$ cat config.mk
export PLATFORM = sky130hd
export DESIGN_NAME = c6502_alu
export DESIGN_NICKNAME = d
export VERILOG_FILES = /design/src/rtl/assert_macros.svh /design/src/rtl/c6502_pkg.sv /design/src/rtl/c6502_alu.sv
export SDC_FILE = /design/constraint.sdc
export NUM_CORES = 1
export LEC_CHECK = 0
export BUFFER_PORTS_ARGS = -buffer_cell sky130_fd_sc_hd__buf_2
export CAP_MARGIN = 10
export CORE_ASPECT_RATIO = 0.7
export CORE_MARGIN = 4
export CORE_UTILIZATION = 39
export DETAILED_ROUTE_END_ITERATION = 10
export GPL_TIMING_DRIVEN = 0
export SETUP_SLACK_MARGIN = 0.3
export SLEW_MARGIN = 10
export SYNTH_ARGS = -nofsm -noshare
export SYNTH_HDL_FRONTEND = slang
export SYNTH_SLANG_ARGS = --single-unit
$ cat constraint.sdc
create_clock -name vclk -period 6.9
set_clock_uncertainty 0.05 [all_clocks]
set_input_delay 0.69 -clock vclk [all_inputs]
set_output_delay 0.69 -clock vclk [all_outputs]
set_load 0.01 [all_outputs]
$ cat src/rtl/assert_macros.svh
// ----------------------------------------------------------------------------
// Assertion macros for the 6502 core.
// Checks are compiled in unless ASSERT_OFF is defined.
// ----------------------------------------------------------------------------
`ifndef ASSERT_MACROS_SVH
`define ASSERT_MACROS_SVH
`ifndef ASSERT_OFF
`define ASSERT_ALWAYS(lbl, clk, rst_n, expr) \
	lbl: assert property (@(posedge clk) disable iff (!rst_n) (expr)) \
		else $error("assertion failed");
`define ASSERT_NEXT(lbl, clk, rst_n, ante, cons) \
	lbl: assert property (@(posedge clk) disable iff (!rst_n) (ante) |=> (cons)) \
		else $error("assertion failed");
`else
`define ASSERT_ALWAYS(lbl, clk, rst_n, expr)
`define ASSERT_NEXT(lbl, clk, rst_n, ante, cons)
`endif
`endif

$ cat src/rtl/c6502_pkg.sv
// ----------------------------------------------------------------------------
// c6502_pkg
// Types, constants and the opcode decoder of the 6502 core.
// ----------------------------------------------------------------------------
`timescale 1ns / 1ps
`default_nettype none
package c6502_pkg;

	localparam int MEM_ADDR_BITS = 16;
	localparam int MEM_DEPTH     = 1 << MEM_ADDR_BITS;

	localparam int FB_N = 7;
	localparam int FB_V = 6;
	localparam int FB_U = 5;
	localparam int FB_B = 4;
	localparam int FB_D = 3;
	localparam int FB_I = 2;
	localparam int FB_Z = 1;
	localparam int FB_C = 0;

	localparam logic [7:0]  SP_RESET    = 8'hFD;
	localparam logic [7:0]  FLAGS_RESET = 8'h24;
	localparam logic [7:0]  STACK_PAGE  = 8'h01;
	localparam logic [15:0] IRQ_VEC_LO  = 16'hFFFE;
	localparam logic [15:0] IRQ_VEC_HI  = 16'hFFFF;
	localparam logic [7:0]  OPC_RTS     = 8'h60;

	localparam logic [2:0] KIND_STEP  = 3'd0;
	localparam logic [2:0] KIND_IRQ   = 3'd1;
	localparam logic [2:0] KIND_RESET = 3'd2;
	localparam logic [2:0] KIND_WRITE = 3'd3;
	localparam logic [2:0] KIND_READ  = 3'd4;

	typedef enum logic [3:0] {
		OP_PASS, OP_OR, OP_AND, OP_EOR, OP_ADC, OP_SBC, OP_LD, OP_CMP,
		OP_BIT, OP_ASL, OP_ROL, OP_LSR, OP_ROR, OP_INC, OP_DEC
	} alu_op_t;

	typedef enum logic [3:0] {
		AM_IMM, AM_ZP, AM_ZPX, AM_ZPY, AM_ABS, AM_ABSX, AM_ABSY, AM_INDX, AM_INDY
	} am_t;

	typedef enum logic [3:0] {
		CL_BAD, CL_BRK, CL_BRANCH, CL_IMPL, CL_PUSH, CL_PULL, CL_JMP, CL_JMPI,
		CL_JSR, CL_RTS, CL_RTI, CL_READ, CL_STORE, CL_RMW
	} cls_t;

	typedef enum logic [2:0] {R_A, R_X, R_Y, R_S, R_P} rsel_t;

	typedef enum logic [2:0] {D_NONE, D_A, D_X, D_Y, D_S, D_P, D_MEM} dst_t;

	typedef struct packed {
		cls_t       cls;
		am_t        mode;
		alu_op_t    aop;
		rsel_t      rsel;
		dst_t       dst;
		logic [2:0] cyc;
		logic [7:0] fmask;
		logic [7:0] fval;
	} dec_t;

	typedef enum logic [4:0] {
		S_CLR, S_IDLE, S_FETCH, S_DEC, S_DISP, S_A2, S_A3, S_I1, S_I2, S_OPER,
		S_RD, S_JI1, S_JI2, S_JS2, S_BR, S_PL, S_P1, S_P2, S_P3, S_IRQ1, S_IRQ2,
		S_IRQ3, S_IRQ4, S_IRQ5, S_IRQ6, S_RESET, S_MWR, S_MRD, S_MRD2, S_DONE
	} state_t;

	localparam am_t ALU_MODE [0:7] = '{AM_INDX, AM_ZP, AM_IMM, AM_ABS,
		AM_INDY, AM_ZPX, AM_ABSY, AM_ABSX};
	localparam logic [2:0] ALU_CYC [0:7] = '{3'd6, 3'd3, 3'd2, 3'd4,
		3'd5, 3'd4, 3'd4, 3'd4};
	localparam logic [2:0] STA_CYC [0:7] = '{3'd6, 3'd3, 3'd0, 3'd4,
		3'd6, 3'd4, 3'd5, 3'd5};
	localparam am_t GRP_MODE [0:7] = '{AM_IMM, AM_ZP, AM_IMM, AM_ABS,
		AM_IMM, AM_ZPX, AM_IMM, AM_ABSX};
	localparam logic [2:0] LD_CYC [0:7] = '{3'd2, 3'd3, 3'd0, 3'd4,
		3'd0, 3'd4, 3'd0, 3'd4};
	localparam logic [2:0] RMW_CYC [0:7] = '{3'd0, 3'd5, 3'd2, 3'd6,
		3'd0, 3'd6, 3'd0, 3'd7};

	function automatic alu_op_t shift_op(input logic [2:0] aaa);
		alu_op_t r;
		case (aaa)
			3'd0: r = OP_ASL;
			3'd1: r = OP_ROL;
			3'd2: r = OP_LSR;
			default: r = OP_ROR;
		endcase
		return r;
	endfunction

	function automatic dec_t impl(input rsel_t rs, input alu_op_t op, input dst_t dt);
		dec_t d;
		d = '{cls: CL_IMPL, mode: AM_IMM, aop: op, rsel: rs, dst: dt, cyc: 3'd2,
			fmask: 8'h00, fval: 8'h00};
		return d;
	endfunction

	function automatic dec_t flag_op(input int bitpos, input logic val);
		dec_t d;
		d = impl(R_A, OP_PASS, D_NONE);
		d.fmask = 8'(1 << bitpos);
		d.fval = val ? d.fmask : 8'h00;
		return d;
	endfunction

	function automatic dec_t decode(input logic [7:0] op);
		dec_t d;
		logic [2:0] aaa;
		logic [2:0] bbb;
		logic [1:0] cc;
		logic [7:0] vmask;
		aaa = op[7:5];
		bbb = op[4:2];
		cc = op[1:0];
		vmask = 8'h00;
		d = '{cls: CL_BAD, mode: AM_IMM, aop: OP_PASS, rsel: R_A, dst: D_NONE,
			cyc: 3'd0, fmask: 8'h00, fval: 8'h00};
		if (op[4:0] == 5'h10) begin
			d.cls = CL_BRANCH;
			d.cyc = 3'd2;
		end else begin
			case (op)
				8'h00: begin
					d.cls = CL_BRK;
					d.cyc = 3'd7;
				end
				8'hEA: d = impl(R_A, OP_PASS, D_NONE);
				8'h18: d = flag_op(FB_C, 1'b0);
				8'h38: d = flag_op(FB_C, 1'b1);
				8'h58: d = flag_op(FB_I, 1'b0);
				8'h78: d = flag_op(FB_I, 1'b1);
				8'hB8: d = flag_op(FB_V, 1'b0);
				8'hD8: d = flag_op(FB_D, 1'b0);
				8'hF8: d = flag_op(FB_D, 1'b1);
				8'hAA: d = impl(R_A, OP_LD, D_X);
				8'h8A: d = impl(R_X, OP_LD, D_A);
				8'hA8: d = impl(R_A, OP_LD, D_Y);
				8'h98: d = impl(R_Y, OP_LD, D_A);
				8'h9A: d = impl(R_X, OP_PASS, D_S);
				8'hBA: d = impl(R_S, OP_LD, D_X);
				8'hE8: d = impl(R_X, OP_INC, D_X);
				8'hC8: d = impl(R_Y, OP_INC, D_Y);
				8'hCA: d = impl(R_X, OP_DEC, D_X);
				8'h88: d = impl(R_Y, OP_DEC, D_Y);
				8'h48: begin
					d.cls = CL_PUSH;
					d.rsel = R_A;
					d.cyc = 3'd3;
				end
				8'h08: begin
					d.cls = CL_PUSH;
					d.rsel = R_P;
					d.cyc = 3'd3;
				end
				8'h68: begin
					d.cls = CL_PULL;
					d.aop = OP_LD;
					d.dst = D_A;
					d.cyc = 3'd4;
				end
				8'h28: begin
					d.cls = CL_PULL;
					d.dst = D_P;
					d.cyc = 3'd4;
				end
				8'h4C: begin
					d.cls = CL_JMP;
					d.mode = AM_ABS;
					d.cyc = 3'd3;
				end
				8'h6C: begin
					d.cls = CL_JMPI;
					d.mode = AM_ABS;
					d.cyc = 3'd5;
				end
				8'h20: begin
					d.cls = CL_JSR;
					d.mode = AM_ABS;
					d.cyc = 3'd6;
				end
				8'h60: begin
					d.cls = CL_RTS;
					d.cyc = 3'd6;
				end
				8'h40: begin
					d.cls = CL_RTI;
					d.cyc = 3'd6;
				end
				default: begin
					if (cc == 2'd1) begin
						if (!(aaa == 3'd4 && bbb == 3'd2)) begin
							d.mode = ALU_MODE[bbb];
							if (aaa == 3'd4) begin
								d.cls = CL_STORE;
								d.cyc = STA_CYC[bbb];
							end else begin
								d.cls = CL_READ;
								d.cyc = ALU_CYC[bbb];
								d.dst = D_A;
								case (aaa)
									3'd0: d.aop = OP_OR;
									3'd1: d.aop = OP_AND;
									3'd2: d.aop = OP_EOR;
									3'd3: d.aop = OP_ADC;
									3'd5: d.aop = OP_LD;
									3'd6: begin
										d.aop = OP_CMP;
										d.dst = D_NONE;
									end
									default: d.aop = OP_SBC;
								endcase
							end
						end
					end else if (cc != 2'd3) begin
						if (cc == 2'd0) begin
							case (aaa)
								3'd1: vmask = 8'h0A;
								3'd4: vmask = 8'h2A;
								3'd5: vmask = 8'hAB;
								3'd6, 3'd7: vmask = 8'h0B;
								default: vmask = 8'h00;
							endcase
						end else begin
							case (aaa)
								3'd4: vmask = 8'h2A;
								3'd5: vmask = 8'hAB;
								3'd6, 3'd7: vmask = 8'hAA;
								default: vmask = 8'hAE;
							endcase
						end
						if (vmask[bbb]) begin
							d.mode = GRP_MODE[bbb];
							if (cc == 2'd2 && (aaa == 3'd4 || aaa == 3'd5)) begin
								if (d.mode == AM_ZPX) d.mode = AM_ZPY;
								if (d.mode == AM_ABSX) d.mode = AM_ABSY;
							end
							d.cyc = (cc == 2'd2 && aaa != 3'd4 && aaa != 3'd5) ?
								RMW_CYC[bbb] : LD_CYC[bbb];
							if (cc == 2'd2 && bbb == 3'd2) begin
								// Accumulator form of the shifts and rotates.
								d.cls = CL_IMPL;
								d.aop = shift_op(aaa);
								d.rsel = R_A;
								d.dst = D_A;
							end else if (cc == 2'd0) begin
								case (aaa)
									3'd1: begin
										d.cls = CL_READ;
										d.aop = OP_BIT;
									end
									3'd4: begin
										d.cls = CL_STORE;
										d.rsel = R_Y;
									end
									3'd5: begin
										d.cls = CL_READ;
										d.aop = OP_LD;
										d.dst = D_Y;
									end
									3'd6: begin
										d.cls = CL_READ;
										d.aop = OP_CMP;
										d.rsel = R_Y;
									end
									default: begin
										d.cls = CL_READ;
										d.aop = OP_CMP;
										d.rsel = R_X;
									end
								endcase
							end else begin
								case (aaa)
									3'd4: begin
										d.cls = CL_STORE;
										d.rsel = R_X;
									end
									3'd5: begin
										d.cls = CL_READ;
										d.aop = OP_LD;
										d.dst = D_X;
									end
									3'd6: begin
										d.cls = CL_RMW;
										d.aop = OP_DEC;
										d.dst = D_MEM;
									end
									3'd7: begin
										d.cls = CL_RMW;
										d.aop = OP_INC;
										d.dst = D_MEM;
									end
									default: begin
										d.cls = CL_RMW;
										d.aop = shift_op(aaa);
										d.dst = D_MEM;
									end
								endcase
							end
						end
					end
				end
			endcase
		end
		return d;
	endfunction

endpackage
`default_nettype wire

$ cat src/rtl/c6502_alu.sv
// ----------------------------------------------------------------------------
// c6502_alu
// Shared arithmetic, logic, compare and shift unit with flag update.
// ----------------------------------------------------------------------------
`timescale 1ns / 1ps
`default_nettype none
module c6502_alu (
	input  wire c6502_pkg::alu_op_t op,
	input  wire logic [7:0]         a,
	input  wire logic [7:0]         b,
	input  wire logic [7:0]         flags_in,
	output logic      [7:0]         res,
	output logic      [7:0]         flags_out
);

	logic [7:0] bb;
	logic [8:0] sum;
	logic [8:0] diff;
	logic       upd_zn;

	always_comb begin
		bb = (op == c6502_pkg::OP_SBC) ? ~b : b;
		sum = {1'b0, a} + {1'b0, bb} + {8'h00, flags_in[c6502_pkg::FB_C]};
		diff = {1'b0, a} - {1'b0, b};
		res = b;
		flags_out = flags_in;
		upd_zn = 1'b1;
		case (op)
			c6502_pkg::OP_OR:  res = a | b;
			c6502_pkg::OP_AND: res = a & b;
			c6502_pkg::OP_EOR: res = a ^ b;
			c6502_pkg::OP_LD:  res = b;
			c6502_pkg::OP_ADC, c6502_pkg::OP_SBC: begin
				res = sum[7:0];
				flags_out[c6502_pkg::FB_C] = sum[8];
				flags_out[c6502_pkg::FB_V] = (a[7] ^ sum[7]) & (bb[7] ^ sum[7]);
			end
			c6502_pkg::OP_CMP: begin
				res = diff[7:0];
				flags_out[c6502_pkg::FB_C] = ~diff[8];
			end
			c6502_pkg::OP_BIT: begin
				upd_zn = 1'b0;
				flags_out[c6502_pkg::FB_Z] = ((a & b) == 8'h00);
				flags_out[c6502_pkg::FB_V] = b[6];
				flags_out[c6502_pkg::FB_N] = b[7];
			end
			c6502_pkg::OP_ASL: begin
				res = {b[6:0], 1'b0};
				flags_out[c6502_pkg::FB_C] = b[7];
			end
			c6502_pkg::OP_ROL: begin
				res = {b[6:0], flags_in[c6502_pkg::FB_C]};
				flags_out[c6502_pkg::FB_C] = b[7];
			end
			c6502_pkg::OP_LSR: begin
				res = {1'b0, b[7:1]};
				flags_out[c6502_pkg::FB_C] = b[0];
			end
			c6502_pkg::OP_ROR: begin
				res = {flags_in[c6502_pkg::FB_C], b[7:1]};
				flags_out[c6502_pkg::FB_C] = b[0];
			end
			c6502_pkg::OP_INC: res = b + 8'd1;
			c6502_pkg::OP_DEC: res = b - 8'd1;
			default: upd_zn = 1'b0;
		endcase
		if (upd_zn) begin
			flags_out[c6502_pkg::FB_Z] = (res == 8'h00);
			flags_out[c6502_pkg::FB_N] = res[7];
		end
	end

endmodule
`default_nettype wire

==> Word level (Yosys, flattened, before mapping) <==
Cells that the tools add are included.
{ "totals": {"output_inout_bits": 16, "regBits": 0} }
{ "classes": {"reduce_logical": 6, "n_addsub": 5, "n_eq_ne": 14, "n_bitwise": 8, "n_mux": 9} }
{ "op_table": {"columns": ["operator", "n"], "rows": [
  ["one-hot mux 8 bit (11 select lines)", 1],
  ["equality test 4 bit (second input constant)", 7],
  ["equality test 4 x 3 -> 1 bit (second input constant)", 4],
  ["zero test 8 bit", 2],
  ["OR reduction 13 bit", 1],
  ["adder 8 x 8 -> 9 bit", 1],
  ["adder 9 x 1 -> 9 bit", 1],
  ["subtractor 8 x 8 -> 9 bit", 1],
  ["adder 8 x 1 -> 8 bit (second input constant)", 1],
  ["AND 8 bit", 1],
  ["equality test 4 x 2 -> 1 bit (second input constant)", 2],
  ["2-to-1 mux 8 bit", 1],
  ["inverter 8 bit", 1],
  ["OR 8 bit", 1],
  ["subtractor 8 x 1 -> 8 bit (second input constant)", 1],
  ["XOR 8 bit", 1],
  ["OR reduction 2 bit", 3],
  ["2-to-1 mux 1 bit", 5],
  ["equality test 4 x 1 -> 1 bit (second input constant)", 1],
  ["one-hot mux 1 bit (4 select lines)", 1],
  ["one-hot mux 1 bit (2 select lines)", 1],
  ["XOR 1 bit", 2],
  ["AND 1 bit", 1],
  ["inverter 1 bit", 1]
]} }

==> Logic depth before layout (Yosys ltp) <==
{ "depth": {"word_depth": 7, "mapped_depth": 15, "ltp_nobuf": 13} }

==> Worst setup path before layout <==
No wires, ideal clock.
{ "synth_path": {"path_kind": "input -> output", "start": "input op[3]", "end": "output flags_out[1]", "setup_slack_ps": 2449, "path_buffers": 2, "cell_stages": 15, "arrival_time_ps": 3711, "cell_sequence": "buf_2 or3b_1 buf_2 nor2_4 xnor2_1 fa_1 inv_1 fa_1 xnor2_1 o2bb2ai_1 a222oi_1 o211ai_1 nor3_2 and4bb_1 a31o_1"} }
{ "synth_via": {"elab_chain_len": 7, "word_cells_on_any_way": 24} }
{ "synth_rtl": {"columns": ["element", "line", "text"], "rows": [
  ["from (decl)", "c6502_alu.sv:8", "input wire c6502_pkg::alu_op_t op,"],
  ["equality test 4 x 3 -> 1 bit", "c6502_alu.sv:22, c6502_alu.sv:28", null],
  ["2-to-1 mux 8 bit", "c6502_alu.sv:22", "bb = (op == c6502_pkg::OP_SBC) ? ~b : b;"],
  ["adder 8 x 8 -> 9 bit", "c6502_alu.sv:23", "sum = {1'b0, a} + {1'b0, bb} + {8'h00, flags_in[c6502_pkg::FB_C]};"],
  ["adder 9 x 1 -> 9 bit", "c6502_alu.sv:23", null],
  ["one-hot mux 8 bit (11 select lines) *", "c6502_alu.sv:28", "case (op)"],
  ["via res[2]", "c6502_alu.sv:12", "output logic [7:0] res,"],
  ["zero test 8 bit *", "c6502_alu.sv:69", "flags_out[c6502_pkg::FB_Z] = (res == 8'h00);"],
  ["2-to-1 mux 1 bit *", "c6502_alu.sv:68", "if (upd_zn) begin"],
  ["to (decl)", "c6502_alu.sv:13", "output logic [7:0] flags_out"]
]} }
The timed path passes the listed nets; every way through them passes the cells marked *.

==> Final worst setup path <==
{ "layout_path": {"start": "input op[1]", "end": "output flags_out[1]"} }
{ "layout_via": {"elab_chain_len": 7, "word_cells_on_any_way": 24} }
{ "layout_rtl": {"columns": ["element", "line"], "rows": [
  ["equality test 4 x 3 -> 1 bit", "c6502_alu.sv:22, c6502_alu.sv:28"],
  ["2-to-1 mux 8 bit", "c6502_alu.sv:22"],
  ["adder 8 x 8 -> 9 bit", "c6502_alu.sv:23"],
  ["adder 9 x 1 -> 9 bit", "c6502_alu.sv:23"],
  ["one-hot mux 8 bit (11 select lines)", "c6502_alu.sv:28"],
  ["zero test 8 bit", "c6502_alu.sv:69"],
  ["2-to-1 mux 1 bit *", "c6502_alu.sv:68"]
]} }
Every way passes the cells marked *; elsewhere a longest branch is shown, timed or not.

==> metrics list <==
* Initial core utilization: 41.58%
- CP dominant cell by count: sky130_fd_sc_hd__buf_2
* Post-route DRC: 0
- The synthesized netlist devotes 26.65% of its cell area to simple gates.
* Number of buffers added for setup after CTS: 0
* Arrival time at the worst endpoint: 4.39 ns
* Maximum vdd drop: 33.01 µV
- Synthesis instantiated 77 different standard cells from the library.
- Summing the areas of all compound-gate instances in the mapped netlist gives 28.68% of the synthesized area.
- Most instantiated library cell after synthesis: sky130_fd_sc_hd__ha_1
* Global Route Usage Sum: 21.41%
- After layout, the worst path uses 74.38% of the clock period.
* Worst relative slew slack: 55.76%
- Summed over all cells, the static leakage comes to 1.280 nW.
- Slew at the pin with the worst max-slew slack: 0.6611 ns
- Portion of synthesized cell area occupied by the leading cell type: 18.78%
- Layout-stage area growth over the synthesis result: 11.73%
- Sequential elements use 0% of the synthesized area.
- The placed instances occupy a cell area of 2754 µm².
- After the first detailed-routing iteration, the DRC count stood at 235.
* Power Density: 79.12 nW/µm²
- The routed design could run at a clock period as short as 5.132 ns.
- Counting every instance in the synthesized netlist gives 339.
* Sequential Area: 0 µm²
- Dominant combinational cell family by area after synthesis: compound AO/OA/AOI/OAI gates
- The die covers 7677 µm².
- Grt ovf: 0
* Commonest cells post-synth: sky130_fd_sc_hd__ha_1, sky130_fd_sc_hd__inv_1, sky130_fd_sc_hd__nor2_1, sky130_fd_sc_hd__a21oi_1, sky130_fd_sc_hd__o21ai_0
- Worst Path Max Fanout: 10
- Count of clock-net buffers in the final layout: 0
- Final Instance Area: 2754 µm²
* Top achievable clock speed: 194.9 MHz
* Horizontal die dimension: 103.0 µm
- Largest net degree at the start of global routing: 11
* Maximum Capacitance Violations: 0
- In this run the tool buffered the top-level ports with 39 buffer cells.
- The number of antenna violations at the first check in global routing came to 0.
- Min-delay worst type: in -> out
- Detailed-routing iteration count for the pre-antenna-repair pass: 5
- The count of final hold-check violations is 0.
- Average vias per placed instance: 5.907
* Post-Synth Adder-Cell Area: 22.03%
- Vert. Die Dim: 74.52 µm
- For the final routed database, the setup TNS stands at 0 ns.
- The HPWL after detailed placement is 6860 µm.
- Proportion of layout cells with a drive suffix above 1: 18.25%
* Required time at the endpoint of the critical path: 6.16 ns
- The largest total area in the synthesized netlist belongs to sky130_fd_sc_hd__ha_1.
* Average instance area after synthesis: 7.271 µm²
- The number of pins with negative max-slew slack in the final report came to 0.
- Routed wire length: 8226 µm
- Sorting the synthesized cells by area gives the leading types as sky130_fd_sc_hd__ha_1, sky130_fd_sc_hd__mux2i_1, sky130_fd_sc_hd__xnor2_1.
- Global placement routability congestion: 0.9208
- Seq cells: 0
- The worst setup path is of the in -> out kind.
- Endpoints failing setup: 0
- The mapped netlist covers 2465 µm².
- The flow ran to the end, and the final reports show no timing, DRC or antenna violations.
- The routed layout has 2676 vias.
* Xor-xnor portion of the synthesized cell area: 6.802%
* Floorplan row count: 23
* Unrepaired setup endpoints after global routing: no
* Vias in the first global route: 2473
* Cells along the critical path: buf_2 -> or3b_1 -> buf_2 -> nor2_4 -> xnor2_1 -> fa_1 -> inv_1 -> fa_1 -> xnor2_1 -> o2bb2ai_1 -> a222oi_1 -> o211ai_1 -> nor3_2 -> and4bb_1 -> a31o_1 -> buf_2
- The first global-routing pass estimated 12900 µm of wire.
- Number of nets in the finished design: 449
- In this run the standard cell core region covers 5928 µm².
- The number of antenna diodes in the final layout is 0.
- In the final routed layout, each cell accounts on average for 18.16 µm.
- Post-cts sizing count: 0
- Fraction of synthesized area in multiplexers: 6.244%
- Synthesis produced a netlist with a net count of 408.
- Sort of element at the end of the critical path: output pin
* Number of placed I/O pins: 44
* Final ANT Viol Nets: 0
* Crit start category: input port
- Highest-delay cell along the critical path: sky130_fd_sc_hd__or3b_1
- Yosys printed 0 warnings.
- Maximum cell stage delay along the critical path: 0.44 ns
* Hold bufs inserted after CTS: 0
==> final timing paths <==
check      endpoint         from  slack, ns  depth (start not counted)
min    flags_out[5]  flags_in[5]       1.52                          2
max    flags_out[1]        op[1]       1.77                         16
==> report_power, final <==
group          leakage [nW]  internal [mW]  switching, mW  total, mW
sequential                0              0              0          0
clock                     0              0              0          0
combinational          1.28         0.0918          0.126      0.218
total                  1.28         0.0918          0.126      0.218
==> kinds of logic after synthesis <==
kind of cell / after synthesis
XOR/XNOR: 17
multiplexers: 15
AND/OR/NAND/NOR: 116
buffers and inverters: 50
AO/OA/AOI/OAI: 100
adder cells (fa/ha/maj): 41
==> through the flow <==
step	util, %	hold WS (ns)	power, mW	instances	setup slack, ns
after floorplan	-	1.422	0.1494	339	2.449
after global placement	46.45	1.516	0.2127	453	1.817
after detailed placement	46.45	1.517	0.2147	453	1.810
after CTS	46.45	1.518	0.2161	453	1.789
after global routing	46.45	1.529	0.2404	453	1.525
final	46.45	1.515	0.2179	453	1.768
==> per-layer routing <==
metal / wire [µm] / track usage [%] / vias up
li1: - / - / 1324
met1: 4168 / 33.44 / 1222
met2: 3229 / 31.70 / 118
met3: 686 / 2.530 / 12
met4: 140 / 3.305 / 0
met5: 0 / 0 / -
==> cells in the final DEF, fill, tap and decap left out, drive strengths merged, types with 6 or more instances in the layout <==
master / count
a21oi: 19
xnor2: 13
nand2: 13
nor2: 30
a211oi: 7
ha: 37
mux2i: 12
nor2b: 10
nor3: 9
o21ai: 17
inv: 32
buf: 56
o21bai: 6
and2: 9
nand3: 6
==> worst max-delay path: cells and delay by family <==
family	cells	cell delay, ns
fa+ha+maj	2	0.68
compound gates	4	0.79
xor+xnor	2	0.44
simple gates	4	1.22
buf+inv	4	0.57
==> final cells by class <==
class / instances / area [µm²]
tap: 75 / 93.84
buffer: 18 / 116.4
fill: 672 / 3174
inverter: 32 / 120.1
timing repair buffer: 39 / 195.2
multi-input combinational: 289 / 2228
Power figures use the tool's default switching activity.
